===== src/rtl/dsas_pkg.sv =====
// package for the decimal add/sub/shift unit: sizes, codes, stage types
// and the bcd helper functions; no dependencies
package dsas_pkg;

  localparam int DIGITS = 47;
  localparam int DW     = 4 * DIGITS;
  localparam int IN_W   = 188;

  typedef logic [DW-1:0] digits_t;

  typedef enum logic [1:0] {
    CMD_ADD   = 2'd0,
    CMD_SUB   = 2'd1,
    CMD_MUL10 = 2'd2,
    CMD_DIV10 = 2'd3
  } cmd_e;

  typedef enum logic [1:0] {
    ERR_NONE    = 2'd0,
    ERR_POS_OVF = 2'd1,
    ERR_NEG_OVF = 2'd2,
    ERR_SHIFT   = 2'd3
  } err_e;

  typedef struct packed {
    logic    arith;
    logic    sa;
    logic    sb;
    logic    shift_sign;
    logic    shift_err;
    digits_t x;
    digits_t y;
  } s1_t;

  typedef struct packed {
    logic    neg;
    logic    sign;
    err_e    err;
    digits_t r;
  } s2_t;

  function automatic digits_t clamp_digits(logic [IN_W-1:0] w);
    digits_t    d;
    logic [3:0] v;
    for (int k = 0; k < DIGITS; k++) begin
      v = w[4*k +: 4];
      d[4*k +: 4] = (v > 4'd9) ? 4'd9 : v;
    end
    return d;
  endfunction

  // ten's complement of a magnitude, zero stays zero
  function automatic digits_t tens_comp(digits_t d);
    logic [DIGITS-1:0] nz;
    logic [DIGITS-1:0] low;
    logic [DIGITS-1:0] above;
    digits_t           t;
    logic [3:0]        v;
    for (int k = 0; k < DIGITS; k++) begin
      nz[k] = |d[4*k +: 4];
    end
    low   = nz & (~nz + DIGITS'(1));
    above = ~(low | (low - DIGITS'(1)));
    for (int k = 0; k < DIGITS; k++) begin
      v = d[4*k +: 4];
      if (above[k]) begin
        t[4*k +: 4] = 4'd9 - v;
      end else if (low[k]) begin
        t[4*k +: 4] = 4'd10 - v;
      end else begin
        t[4*k +: 4] = 4'd0;
      end
    end
    return t;
  endfunction

endpackage


===== src/rtl/decimal_signed_add_sub_shift_top.sv =====
// top level of the decimal add/sub/shift unit on sign-magnitude bcd numbers
// depends on dsas_pkg, dsas_prep, dsas_add, dsas_fix
//
// usage:
//   a request is taken at a rising edge with start high and busy low;
//   busy is always low, so a request may be issued every cycle
//   command_i: add, subtract a minus b, multiply a by ten, divide a by ten
//   operands come as sign plus 47 bcd digits split over low/mid/high words;
//   nibbles above 9 read as 9
//   the result shows for one cycle with result_valid_o high, once its request
//   has passed the prep, add and fix registers, in request order
//   throughput is one request per cycle; the stages that a request passes are
//   complement, carry-lookahead add, recomplement
//   error_code_o: positive overflow, negative overflow or lost top digit;
//   on error the sign and digits read zero
//   the receiver cannot stall; it must take each result in its cycle
//   reset clears the stage valid bits, results in flight are dropped
module decimal_signed_add_sub_shift_top (
  input  logic        clk_i,
  input  logic        rst_ni,
  input  logic        start,
  output logic        busy,
  input  logic [1:0]  command_i,
  input  logic        a_sign_i,
  input  logic [63:0] a_digits_low_i,
  input  logic [63:0] a_digits_mid_i,
  input  logic [59:0] a_digits_high_i,
  input  logic        b_sign_i,
  input  logic [63:0] b_digits_low_i,
  input  logic [63:0] b_digits_mid_i,
  input  logic [59:0] b_digits_high_i,
  output logic        result_valid_o,
  output logic        result_sign_o,
  output logic [63:0] result_digits_low_o,
  output logic [63:0] result_digits_mid_o,
  output logic [59:0] result_digits_high_o,
  output logic [1:0]  error_code_o
);

  logic                      req;
  logic                      s1_valid;
  dsas_pkg::s1_t             s1;
  logic                      s2_valid;
  dsas_pkg::s2_t             s2;
  dsas_pkg::digits_t         res_digits;
  logic [dsas_pkg::IN_W-1:0] res_word;

  assign busy = 1'b0;
  assign req  = start & ~busy;

  dsas_prep u_prep (
    .clk_i      (clk_i),
    .rst_ni     (rst_ni),
    .valid_i    (req),
    .command_i  (command_i),
    .a_sign_i   (a_sign_i),
    .a_digits_i ({a_digits_high_i, a_digits_mid_i, a_digits_low_i}),
    .b_sign_i   (b_sign_i),
    .b_digits_i ({b_digits_high_i, b_digits_mid_i, b_digits_low_i}),
    .valid_o    (s1_valid),
    .s1_o       (s1)
  );

  dsas_add u_add (
    .clk_i   (clk_i),
    .rst_ni  (rst_ni),
    .valid_i (s1_valid),
    .s1_i    (s1),
    .valid_o (s2_valid),
    .s2_o    (s2)
  );

  dsas_fix u_fix (
    .clk_i    (clk_i),
    .rst_ni   (rst_ni),
    .valid_i  (s2_valid),
    .s2_i     (s2),
    .valid_o  (result_valid_o),
    .sign_o   (result_sign_o),
    .digits_o (res_digits),
    .err_o    (error_code_o)
  );

  assign res_word             = dsas_pkg::IN_W'(res_digits);
  assign result_digits_low_o  = res_word[63:0];
  assign result_digits_mid_o  = res_word[127:64];
  assign result_digits_high_o = res_word[187:128];

endmodule


===== src/rtl/dsas_prep.sv =====
// first stage: digit clamp, ten's complement of negative operands, shifts
// depends on dsas_pkg
module dsas_prep (
  input  logic                       clk_i,
  input  logic                       rst_ni,
  input  logic                       valid_i,
  input  logic [1:0]                 command_i,
  input  logic                       a_sign_i,
  input  logic [dsas_pkg::IN_W-1:0]  a_digits_i,
  input  logic                       b_sign_i,
  input  logic [dsas_pkg::IN_W-1:0]  b_digits_i,
  output logic                       valid_o,
  output dsas_pkg::s1_t              s1_o
);

  dsas_pkg::digits_t a;
  dsas_pkg::digits_t b;
  logic              b_neg;
  dsas_pkg::s1_t     s1_d;
  dsas_pkg::s1_t     s1_q;
  logic              valid_q;

  assign a = dsas_pkg::clamp_digits(a_digits_i);
  assign b = dsas_pkg::clamp_digits(b_digits_i);

  always_comb begin
    b_neg           = b_sign_i;
    s1_d.arith      = 1'b0;
    s1_d.sa         = 1'b0;
    s1_d.sb         = 1'b0;
    s1_d.shift_sign = a_sign_i;
    s1_d.shift_err  = 1'b0;
    s1_d.x          = '0;
    s1_d.y          = '0;
    unique case (command_i) inside
      dsas_pkg::CMD_ADD, dsas_pkg::CMD_SUB: begin
        if (command_i == dsas_pkg::CMD_SUB) begin
          b_neg = ~b_sign_i;
        end
        s1_d.arith = 1'b1;
        s1_d.sa    = a_sign_i & (|a);
        s1_d.sb    = b_neg & (|b);
        s1_d.x     = a_sign_i ? dsas_pkg::tens_comp(a) : a;
        s1_d.y     = b_neg ? dsas_pkg::tens_comp(b) : b;
      end
      dsas_pkg::CMD_MUL10: begin
        if (a[dsas_pkg::DW-1 -: 4] != 4'd0) begin
          s1_d.shift_err  = 1'b1;
          s1_d.shift_sign = 1'b0;
        end else begin
          s1_d.x = {a[dsas_pkg::DW-5:0], 4'd0};
        end
      end
      dsas_pkg::CMD_DIV10: begin
        s1_d.x = {4'd0, a[dsas_pkg::DW-1:4]};
      end
      default: begin
        s1_d.x = '0;
      end
    endcase
  end

  always_ff @(posedge clk_i or negedge rst_ni) begin
    if (!rst_ni) begin
      valid_q <= 1'b0;
    end else begin
      valid_q <= valid_i;
    end
  end

  always_ff @(posedge clk_i) begin
    if (valid_i) begin
      s1_q <= s1_d;
    end
  end

  assign valid_o = valid_q;
  assign s1_o    = s1_q;

endmodule


===== src/rtl/dsas_add.sv =====
// second stage: bcd add with lookahead carry, sign fold and overflow check
// depends on dsas_pkg
module dsas_add (
  input  logic          clk_i,
  input  logic          rst_ni,
  input  logic          valid_i,
  input  dsas_pkg::s1_t s1_i,
  output logic          valid_o,
  output dsas_pkg::s2_t s2_o
);

  logic [4:0]                  v [dsas_pkg::DIGITS];
  logic [dsas_pkg::DIGITS-1:0] gen;
  logic [dsas_pkg::DIGITS-1:0] gp;
  logic [dsas_pkg::DIGITS:0]   csum;
  logic [dsas_pkg::DIGITS-1:0] cin;
  logic                        cout;
  logic [4:0]                  u;
  dsas_pkg::digits_t           r;
  logic                        zero;
  logic                        s;
  dsas_pkg::s2_t               s2_d;
  dsas_pkg::s2_t               s2_q;
  logic                        valid_q;

  always_comb begin
    for (int k = 0; k < dsas_pkg::DIGITS; k++) begin
      v[k]   = {1'b0, s1_i.x[4*k +: 4]} + {1'b0, s1_i.y[4*k +: 4]};
      gen[k] = v[k] > 5'd9;
      gp[k]  = v[k] >= 5'd9;
    end
  end

  // generate/propagate carries resolved by one binary add
  assign csum = {1'b0, gp} + {1'b0, gen};
  assign cin  = csum[dsas_pkg::DIGITS-1:0] ^ gp ^ gen;
  assign cout = csum[dsas_pkg::DIGITS];

  always_comb begin
    for (int k = 0; k < dsas_pkg::DIGITS; k++) begin
      u = v[k] + {4'd0, cin[k]};
      r[4*k +: 4] = (u >= 5'd10) ? 4'(u - 5'd10) : u[3:0];
    end
  end

  assign zero = ~(|r);
  assign s    = s1_i.sa ^ s1_i.sb ^ cout;

  always_comb begin
    s2_d.r    = r;
    s2_d.neg  = 1'b0;
    s2_d.sign = s1_i.shift_sign;
    s2_d.err  = s1_i.shift_err ? dsas_pkg::ERR_SHIFT : dsas_pkg::ERR_NONE;
    if (s1_i.arith) begin
      s2_d.sign = s;
      if (s && !s1_i.sa && !s1_i.sb) begin
        s2_d.err = dsas_pkg::ERR_POS_OVF;
      end else if (!s && s1_i.sa && s1_i.sb) begin
        s2_d.err = dsas_pkg::ERR_NEG_OVF;
      end else if (s && zero) begin
        s2_d.err = dsas_pkg::ERR_NEG_OVF;
      end else begin
        s2_d.err = dsas_pkg::ERR_NONE;
        s2_d.neg = s;
      end
    end
  end

  always_ff @(posedge clk_i or negedge rst_ni) begin
    if (!rst_ni) begin
      valid_q <= 1'b0;
    end else begin
      valid_q <= valid_i;
    end
  end

  always_ff @(posedge clk_i) begin
    if (valid_i) begin
      s2_q <= s2_d;
    end
  end

  assign valid_o = valid_q;
  assign s2_o    = s2_q;

endmodule


===== src/rtl/dsas_fix.sv =====
// third stage: back to magnitude form, error clearing, output register
// depends on dsas_pkg
module dsas_fix (
  input  logic              clk_i,
  input  logic              rst_ni,
  input  logic              valid_i,
  input  dsas_pkg::s2_t     s2_i,
  output logic              valid_o,
  output logic              sign_o,
  output dsas_pkg::digits_t digits_o,
  output logic [1:0]        err_o
);

  dsas_pkg::digits_t digits_d;
  logic              sign_d;
  dsas_pkg::digits_t digits_q;
  logic              sign_q;
  logic [1:0]        err_q;
  logic              valid_q;

  always_comb begin
    if (s2_i.err != dsas_pkg::ERR_NONE) begin
      digits_d = '0;
      sign_d   = 1'b0;
    end else begin
      digits_d = s2_i.neg ? dsas_pkg::tens_comp(s2_i.r) : s2_i.r;
      sign_d   = s2_i.sign;
    end
  end

  always_ff @(posedge clk_i or negedge rst_ni) begin
    if (!rst_ni) begin
      valid_q <= 1'b0;
    end else begin
      valid_q <= valid_i;
    end
  end

  always_ff @(posedge clk_i) begin
    if (valid_i) begin
      digits_q <= digits_d;
      sign_q   <= sign_d;
      err_q    <= s2_i.err;
    end
  end

  assign valid_o  = valid_q;
  assign sign_o   = sign_q;
  assign digits_o = digits_q;
  assign err_o    = err_q;

endmodule


===== config.mk =====
export PLATFORM = sky130hd
export DESIGN_NAME = decimal_signed_add_sub_shift_top
export DESIGN_NICKNAME = d
export VERILOG_FILES = /design/src/rtl/dsas_pkg.sv /design/src/rtl/decimal_signed_add_sub_shift_top.sv /design/src/rtl/dsas_prep.sv /design/src/rtl/dsas_add.sv /design/src/rtl/dsas_fix.sv
export SDC_FILE = /design/constraint.sdc
export NUM_CORES = 2
export LEC_CHECK = 0
export BUFFER_PORTS_ARGS = -buffer_cell sky130_fd_sc_hd__clkbuf_2
export CAP_MARGIN = 20
export CORE_ASPECT_RATIO = 0.7
export CORE_UTILIZATION = 45
export DETAILED_ROUTE_END_ITERATION = 7
export HOLD_SLACK_MARGIN = 0.03
export MAX_ROUTING_LAYER = met4
export PLACE_DENSITY = 0.75
export SLEW_MARGIN = 20
export SYNTH_ARGS = -nofsm -noshare
export SYNTH_HDL_FRONTEND = slang
export SYNTH_HIERARCHICAL = 1
export SYNTH_SLANG_ARGS = --single-unit

===== constraint.sdc =====
create_clock -name clk_i -period 16.76 [get_ports clk_i]
set_input_delay 5.028 -clock clk_i [delete_from_list [all_inputs] [get_ports clk_i]]
set_output_delay 5.028 -clock clk_i [all_outputs]
set_load 0.01 [all_outputs]

### Word-level counts from Yosys, hierarchy flattened

Cells that the tools add are included.

| cells by class | value |
|---|---|
| equality and inequality tests | 3 |
| reductions and logical operators | 157 |
| order comparisons | 235 |
| $add $sub $neg | 430 |
| bitwise gates (word level) | 21 |
| multiplexer cells | 438 |

Operators by type and width:

| cell | count |
|---|---|
| $mux W4 | 423 |
| $sub A4 B4 Y4 const A | 282 |
| $mux W188 | 4 |
| $reduce_or A4 Y1 | 142 |
| $pmux W188 S3 | 1 |
| $reduce_or A188 Y1 | 3 |
| $ge A5 B4 Y1 const B | 94 |
| $gt A4 B4 Y1 const B | 94 |
| $not A47 Y47 | 6 |
| $add A4 B4 Y5 | 47 |
| $add A5 B1 Y5 | 47 |
| $gt A5 B4 Y1 const B | 47 |
| $sub A4 B4 Y4 const B | 47 |
| $add A47 B1 Y47 const B | 3 |
| $and A47 B47 Y47 | 3 |
| $or A47 B47 Y47 | 3 |
| $sub A47 B1 Y47 const B | 3 |
| $xor A47 B47 Y47 | 2 |
| $add A47 B47 Y48 | 1 |
| $mux W2 | 6 |
| $mux W3 | 2 |
| $logic_and A1 B1 Y1 | 5 |
| $eq A2 B2 Y1 const B | 2 |
| $reduce_bool A4 Y1 | 1 |
| 9 further kinds | 16 |

| storage, ports and cells | value |
|---|---|
| register bits | 767 |
| output and inout port bits | 193 |
| word-level logic and storage cells | 1,301 |

### Depth between registers and ports, before layout

| logic depth | value |
|---|---|
| depth after elaboration | 15 |
| gate-level depth with buffers | 35 |
| mapped depth without buffers | 35 |

### Hierarchy

Netlist, hierarchy kept.

By module, submodules not included:

| module | times used | cells an instance | seq. area each (sq um) | area each (sq um) |
|---|---|---|---|---|
| dsas_prep | 1 | 4,477 | 11,466.0 | 36,590.1 |
| dsas_add | 1 | 2,760 | 5,790.6 | 24,099.4 |
| dsas_fix | 1 | 1,998 | 5,760.5 | 17,045.1 |
| decimal_signed_add_sub_shift_top | 1 | 2 | 0.0 | 11.3 |

### Least setup slack after synthesis

Ideal clock, no wire load.

| path | value |
|---|---|
| path kind | input port to flip-flop |
| start point | input a_digits_low_i[7] |
| end point | register u_prep.s1_q (netlist bit u_prep/s1_o[374]) (data pin) |
| buffers on the path | 2 |
| path slack | 8.239 ns |
| library setup time | 0.271 ns |
| stages on the path | 14 |
| required time | 16.489 ns |
| data arrival time | 8.250 ns |
| path through | clkbuf_1 > o21ai_0 > nor2b_1 > ha_1 > or3b_2 > nor3_1 > nand3_1 > a211oi_2 > and4_1 > and3_1 > buf_4 > nand3_1 > a31oi_1 > o22ai_1 |

RTL lines:

| element | RTL line | text |
|---|---|---|
| from (decl) | decimal_signed_add_sub_shift_top.sv:25 | `input logic [63:0] a_digits_low_i,` |
| to (signal assigned) | dsas_prep.sv:73 | `s1_q <= s1_d;` |
| to (decl) | dsas_prep.sv:20 | `dsas_pkg::s1_t s1_q;` |

==> results.md <==
* Antenna violations before repair at 77
* # setup viols final at 0
* Syn avg cell area at 8.42 µm²
* Die X at 499 µm
* IO Count at 576
* End-of-flow core utilization at 0.504
* Peak VDD IR at 0.0994 mV
* Max FO, Critical Path at 6
* Final min period at 10660 ps
* CP required at 17350 ps
* Clk_skew at 74.8 ps
* Multi-input gate area at 50700 µm²
* Die Span Y at 350 µm
* DRC viols at 1
* Setup TNS at 0 ps
* WL/cell at 31.2 µm
* Warnings, synthesis at 6
* CP Launch Type: register
* RSZ-0062 raised after global routing: false
* Row Count at 127
* Placed inst area at 83400 µm²
* Filler Cells Inserted at 16000
* Post-detail-place hpwl at 305 mm
* Ys async rst share at 0.00391
* Clock buffer depth at 3
* Worst-Skew Late Latency at 770 ps
* Final Cell Area at 86400 µm²
* Top_reg_cell synth: edfxtp_1
* Share of cells above drive strength 1 at 0.116
* Nets at 11000
* Fmax at 93.8 MHz
* Max-cap viol count at 0
* CTS Sinks at 767
* Mean number of vias per cell at 6.67
* Largest net degree at the start of global routing at 201
* PD cells at 117 nW/µm²
* Synth Instances at 9237
* Critical path class: reg2reg
* Vias at 80200
* TritonCTS Buffers at 83
* Area Overhead vs Synth at 11.2%
* 1st-iter DRT viols at 12100
* Starting Density at 0.453
* Yosys reg bits at 767
* Most used cell along the critical path: ha_1
* Synth unique cells at 130
* CTS resizes at 0
* Setup repair bufs after CTS at 0
* HP Class: reg2reg
* Post-synth EDFFs at 764
* Tcrit/Tclk final at 0.636
* Max transition margin at 0.0549
* CTS Hold Bufs at 0
* Worst Max-Slew Pin Slew at 1400 ps
* Failing checks: design-rule violations
* Routed Wire Length at 375 mm
* Worst EP arrival at 11240 ps
* Max stage delay on crit path at 840 ps
* I/O Buffers at 574
* First-pass GRT wire length at 526 mm
* CTS clk-pin slew, worst paths at 70 ps
* Seq/Total Area, Yosys at 0.296
* GRT Util Overall at 0.428
* Status: finished, violations left
* Core box area at 171000 µm²
* CP Capture Type: register
* Congestion Overflow GR at 0
* FF+latch area at 23000 µm²
* CP max stage cell: nor4b_2
* Root buffer cell: clkbuf_16
* ANT nets after route at 0
* Number of global-route vias before repair at 73900
* Final hold violations at 0
* Syn Nets at 10600
* LEAKAGE at 34.9 nW
* Total power at 10.1 mW
* CTS tree: yes
* Hold_ws at 518 ps
* Die area at 174000 µm²
* Post-Synthesis Cell Area at 77700 µm²
* H-tree depth at 3
* Placer Congestion at 1.09
* Final Slew Violations at 0
* Total iterations of the first detailed-routing run at 8
## final cells by class
type                            count  area share
Inverter                          765      0.0332
Clock buffer                       96      0.0246
Clock inverter                     58     0.00828
Sequential cell                   767       0.266
Timing Repair Buffer              719      0.0471
Tap cell                         2257      0.0327
Multi-Input combinational cell   7331       0.587
Antenna cell                       38     0.00110
## stage by stage
| stage | std cells | worst slack (ps) |
|---|---|---|
| 2_1_floorplan | 9237 | 8240 |
| 3_3_place_gp | 11800 | 4090 |
| 3_5_place_dp | 11800 | 5680 |
| 4_1_cts | 12000 | 6430 |
| 5_1_grt | 12000 | 6040 |
| 6_report | 12000 | 6100 |
## critical path: cells and delay by family, from the launching register on
family                     cells  cell delay, ps
AOI/OAI and AO/OA             13            4220
and+or+nand+nor                8            3180
adders and majority gates      5            1460
DFF                            1             810
xor gates and xnor gates       2             650
buffers and inverters          2             110
## kinds of logic (layout without fill, tap and decap cells)
| kind of cell | Yosys count | in the layout | synth area share |
|---|---|---|---|
| and+or+nand+nor | 3544 | 3544 | 0.245 |
| AOI/OAI and AO/OA | 2487 | 2487 | 0.204 |
| buffers and inverters | 1139 | 1638 | 0.0559 |
| adders and majority gates | 930 | 930 | 0.154 |
| DFF | 767 | 767 | 0.296 |
| xor gates and xnor gates | 283 | 283 | 0.0335 |
| muxes | 86 | 86 | 0.0113 |
| other | 1 | 39 | 0.0000482 |
## per-layer routing
layer	wire length (µm)	GRT usage
met3	47700	0.115
met2	152000	0.596
met4	23300	0.225
met5	0	-
met1	152000	0.562
## final timing paths
| check | cells after the start | from | endpoint | slack (ps) |
|---|---|---|---|---|
| worst max-delay path | 30 | u_prep/s1_o[248] | u_add/s2_o[189] | 6100 |
| worst min register to register | 1 | u_add/s2_o[190] | u_fix/sign_o | 520 |
| worst max register to register | 30 | u_prep/s1_o[248] | u_add/s2_o[189] | 6100 |
| max in group asynchronous | 1 | rst_ni | u_prep/valid_o | 12550 |
| worst min-delay path | 1 | u_add/s2_o[190] | u_fix/sign_o | 520 |
| min in group asynchronous | 1 | rst_ni | u_add/valid_o | 4070 |
## sequential cells by signal, indices dropped and copies added (netlist names)
signal and count:
u_prep/s1_o 381, u_add/s2_o 192, u_add/valid_o 1, u_fix/err_o 2, u_fix/digits_o 188, u_prep/valid_o 1
u_fix/valid_o 1, u_fix/sign_o 1
## cell usage in the layout, fill, tap and decap left out, drive strengths merged, types with 57 or more instances in the layout
cell type  netlist  layout
a21oi          710     710
nand2b         176     176
edfxtp         764     764
nand3b          57      57
nor3           303     303
o22ai           60      60
nand3          311     311
or3            103     103
xor2            69      69
nor2b          157     157
a221oi          74      74
nor4           160     160
o31ai           59      59
or3b            66      66
and3           126     126
a22oi           61      61
mux2i           79      79
a31oi          159     159
nand2          802     802
buf             57     148
a21o            89      89
clkbuf         317     666
ha             883     883
nor3b          167     167
o21ai          659     659
a211oi          81      81
nor2           676     676
nand4          185     185
inv            764     772
or4             76      76
xnor2          207     207
## synth_stat cells, types with 77 or more instances
| master | count | area, µm² |
|---|---|---|
| ha_1 | 883 | 11000 |
| nand2_1 | 800 | 3000 |
| edfxtp_1 | 764 | 22900 |
| inv_1 | 761 | 2860 |
| a21oi_1 | 709 | 3550 |
| nor2_1 | 673 | 2530 |
| o21ai_0 | 634 | 3170 |
| clkbuf_1 | 316 | 1190 |
| nand3_1 | 308 | 1540 |
| nor3_1 | 294 | 1470 |
| xnor2_1 | 205 | 1800 |
| nand2b_1 | 176 | 1100 |
| nand4_1 | 175 | 1090 |
| a31oi_1 | 159 | 995 |
| nor2b_1 | 157 | 982 |
| nor3b_1 | 147 | 1100 |
| nor4_1 | 139 | 870 |
| and3_1 | 126 | 788 |
| or3_1 | 101 | 632 |
| a21o_1 | 89 | 668 |
| mux2i_1 | 79 | 791 |
| a211oi_1 | 77 | 578 |
## report_power, final
group / internal (mW) / switching (mW)
Clock: 1.06 / 0.908
Combinational: 1.76 / 3.25
Sequential: 2.66 / 0.452
Total: 5.49 / 4.61
Note: power is estimated with default switching activity, not from simulation.
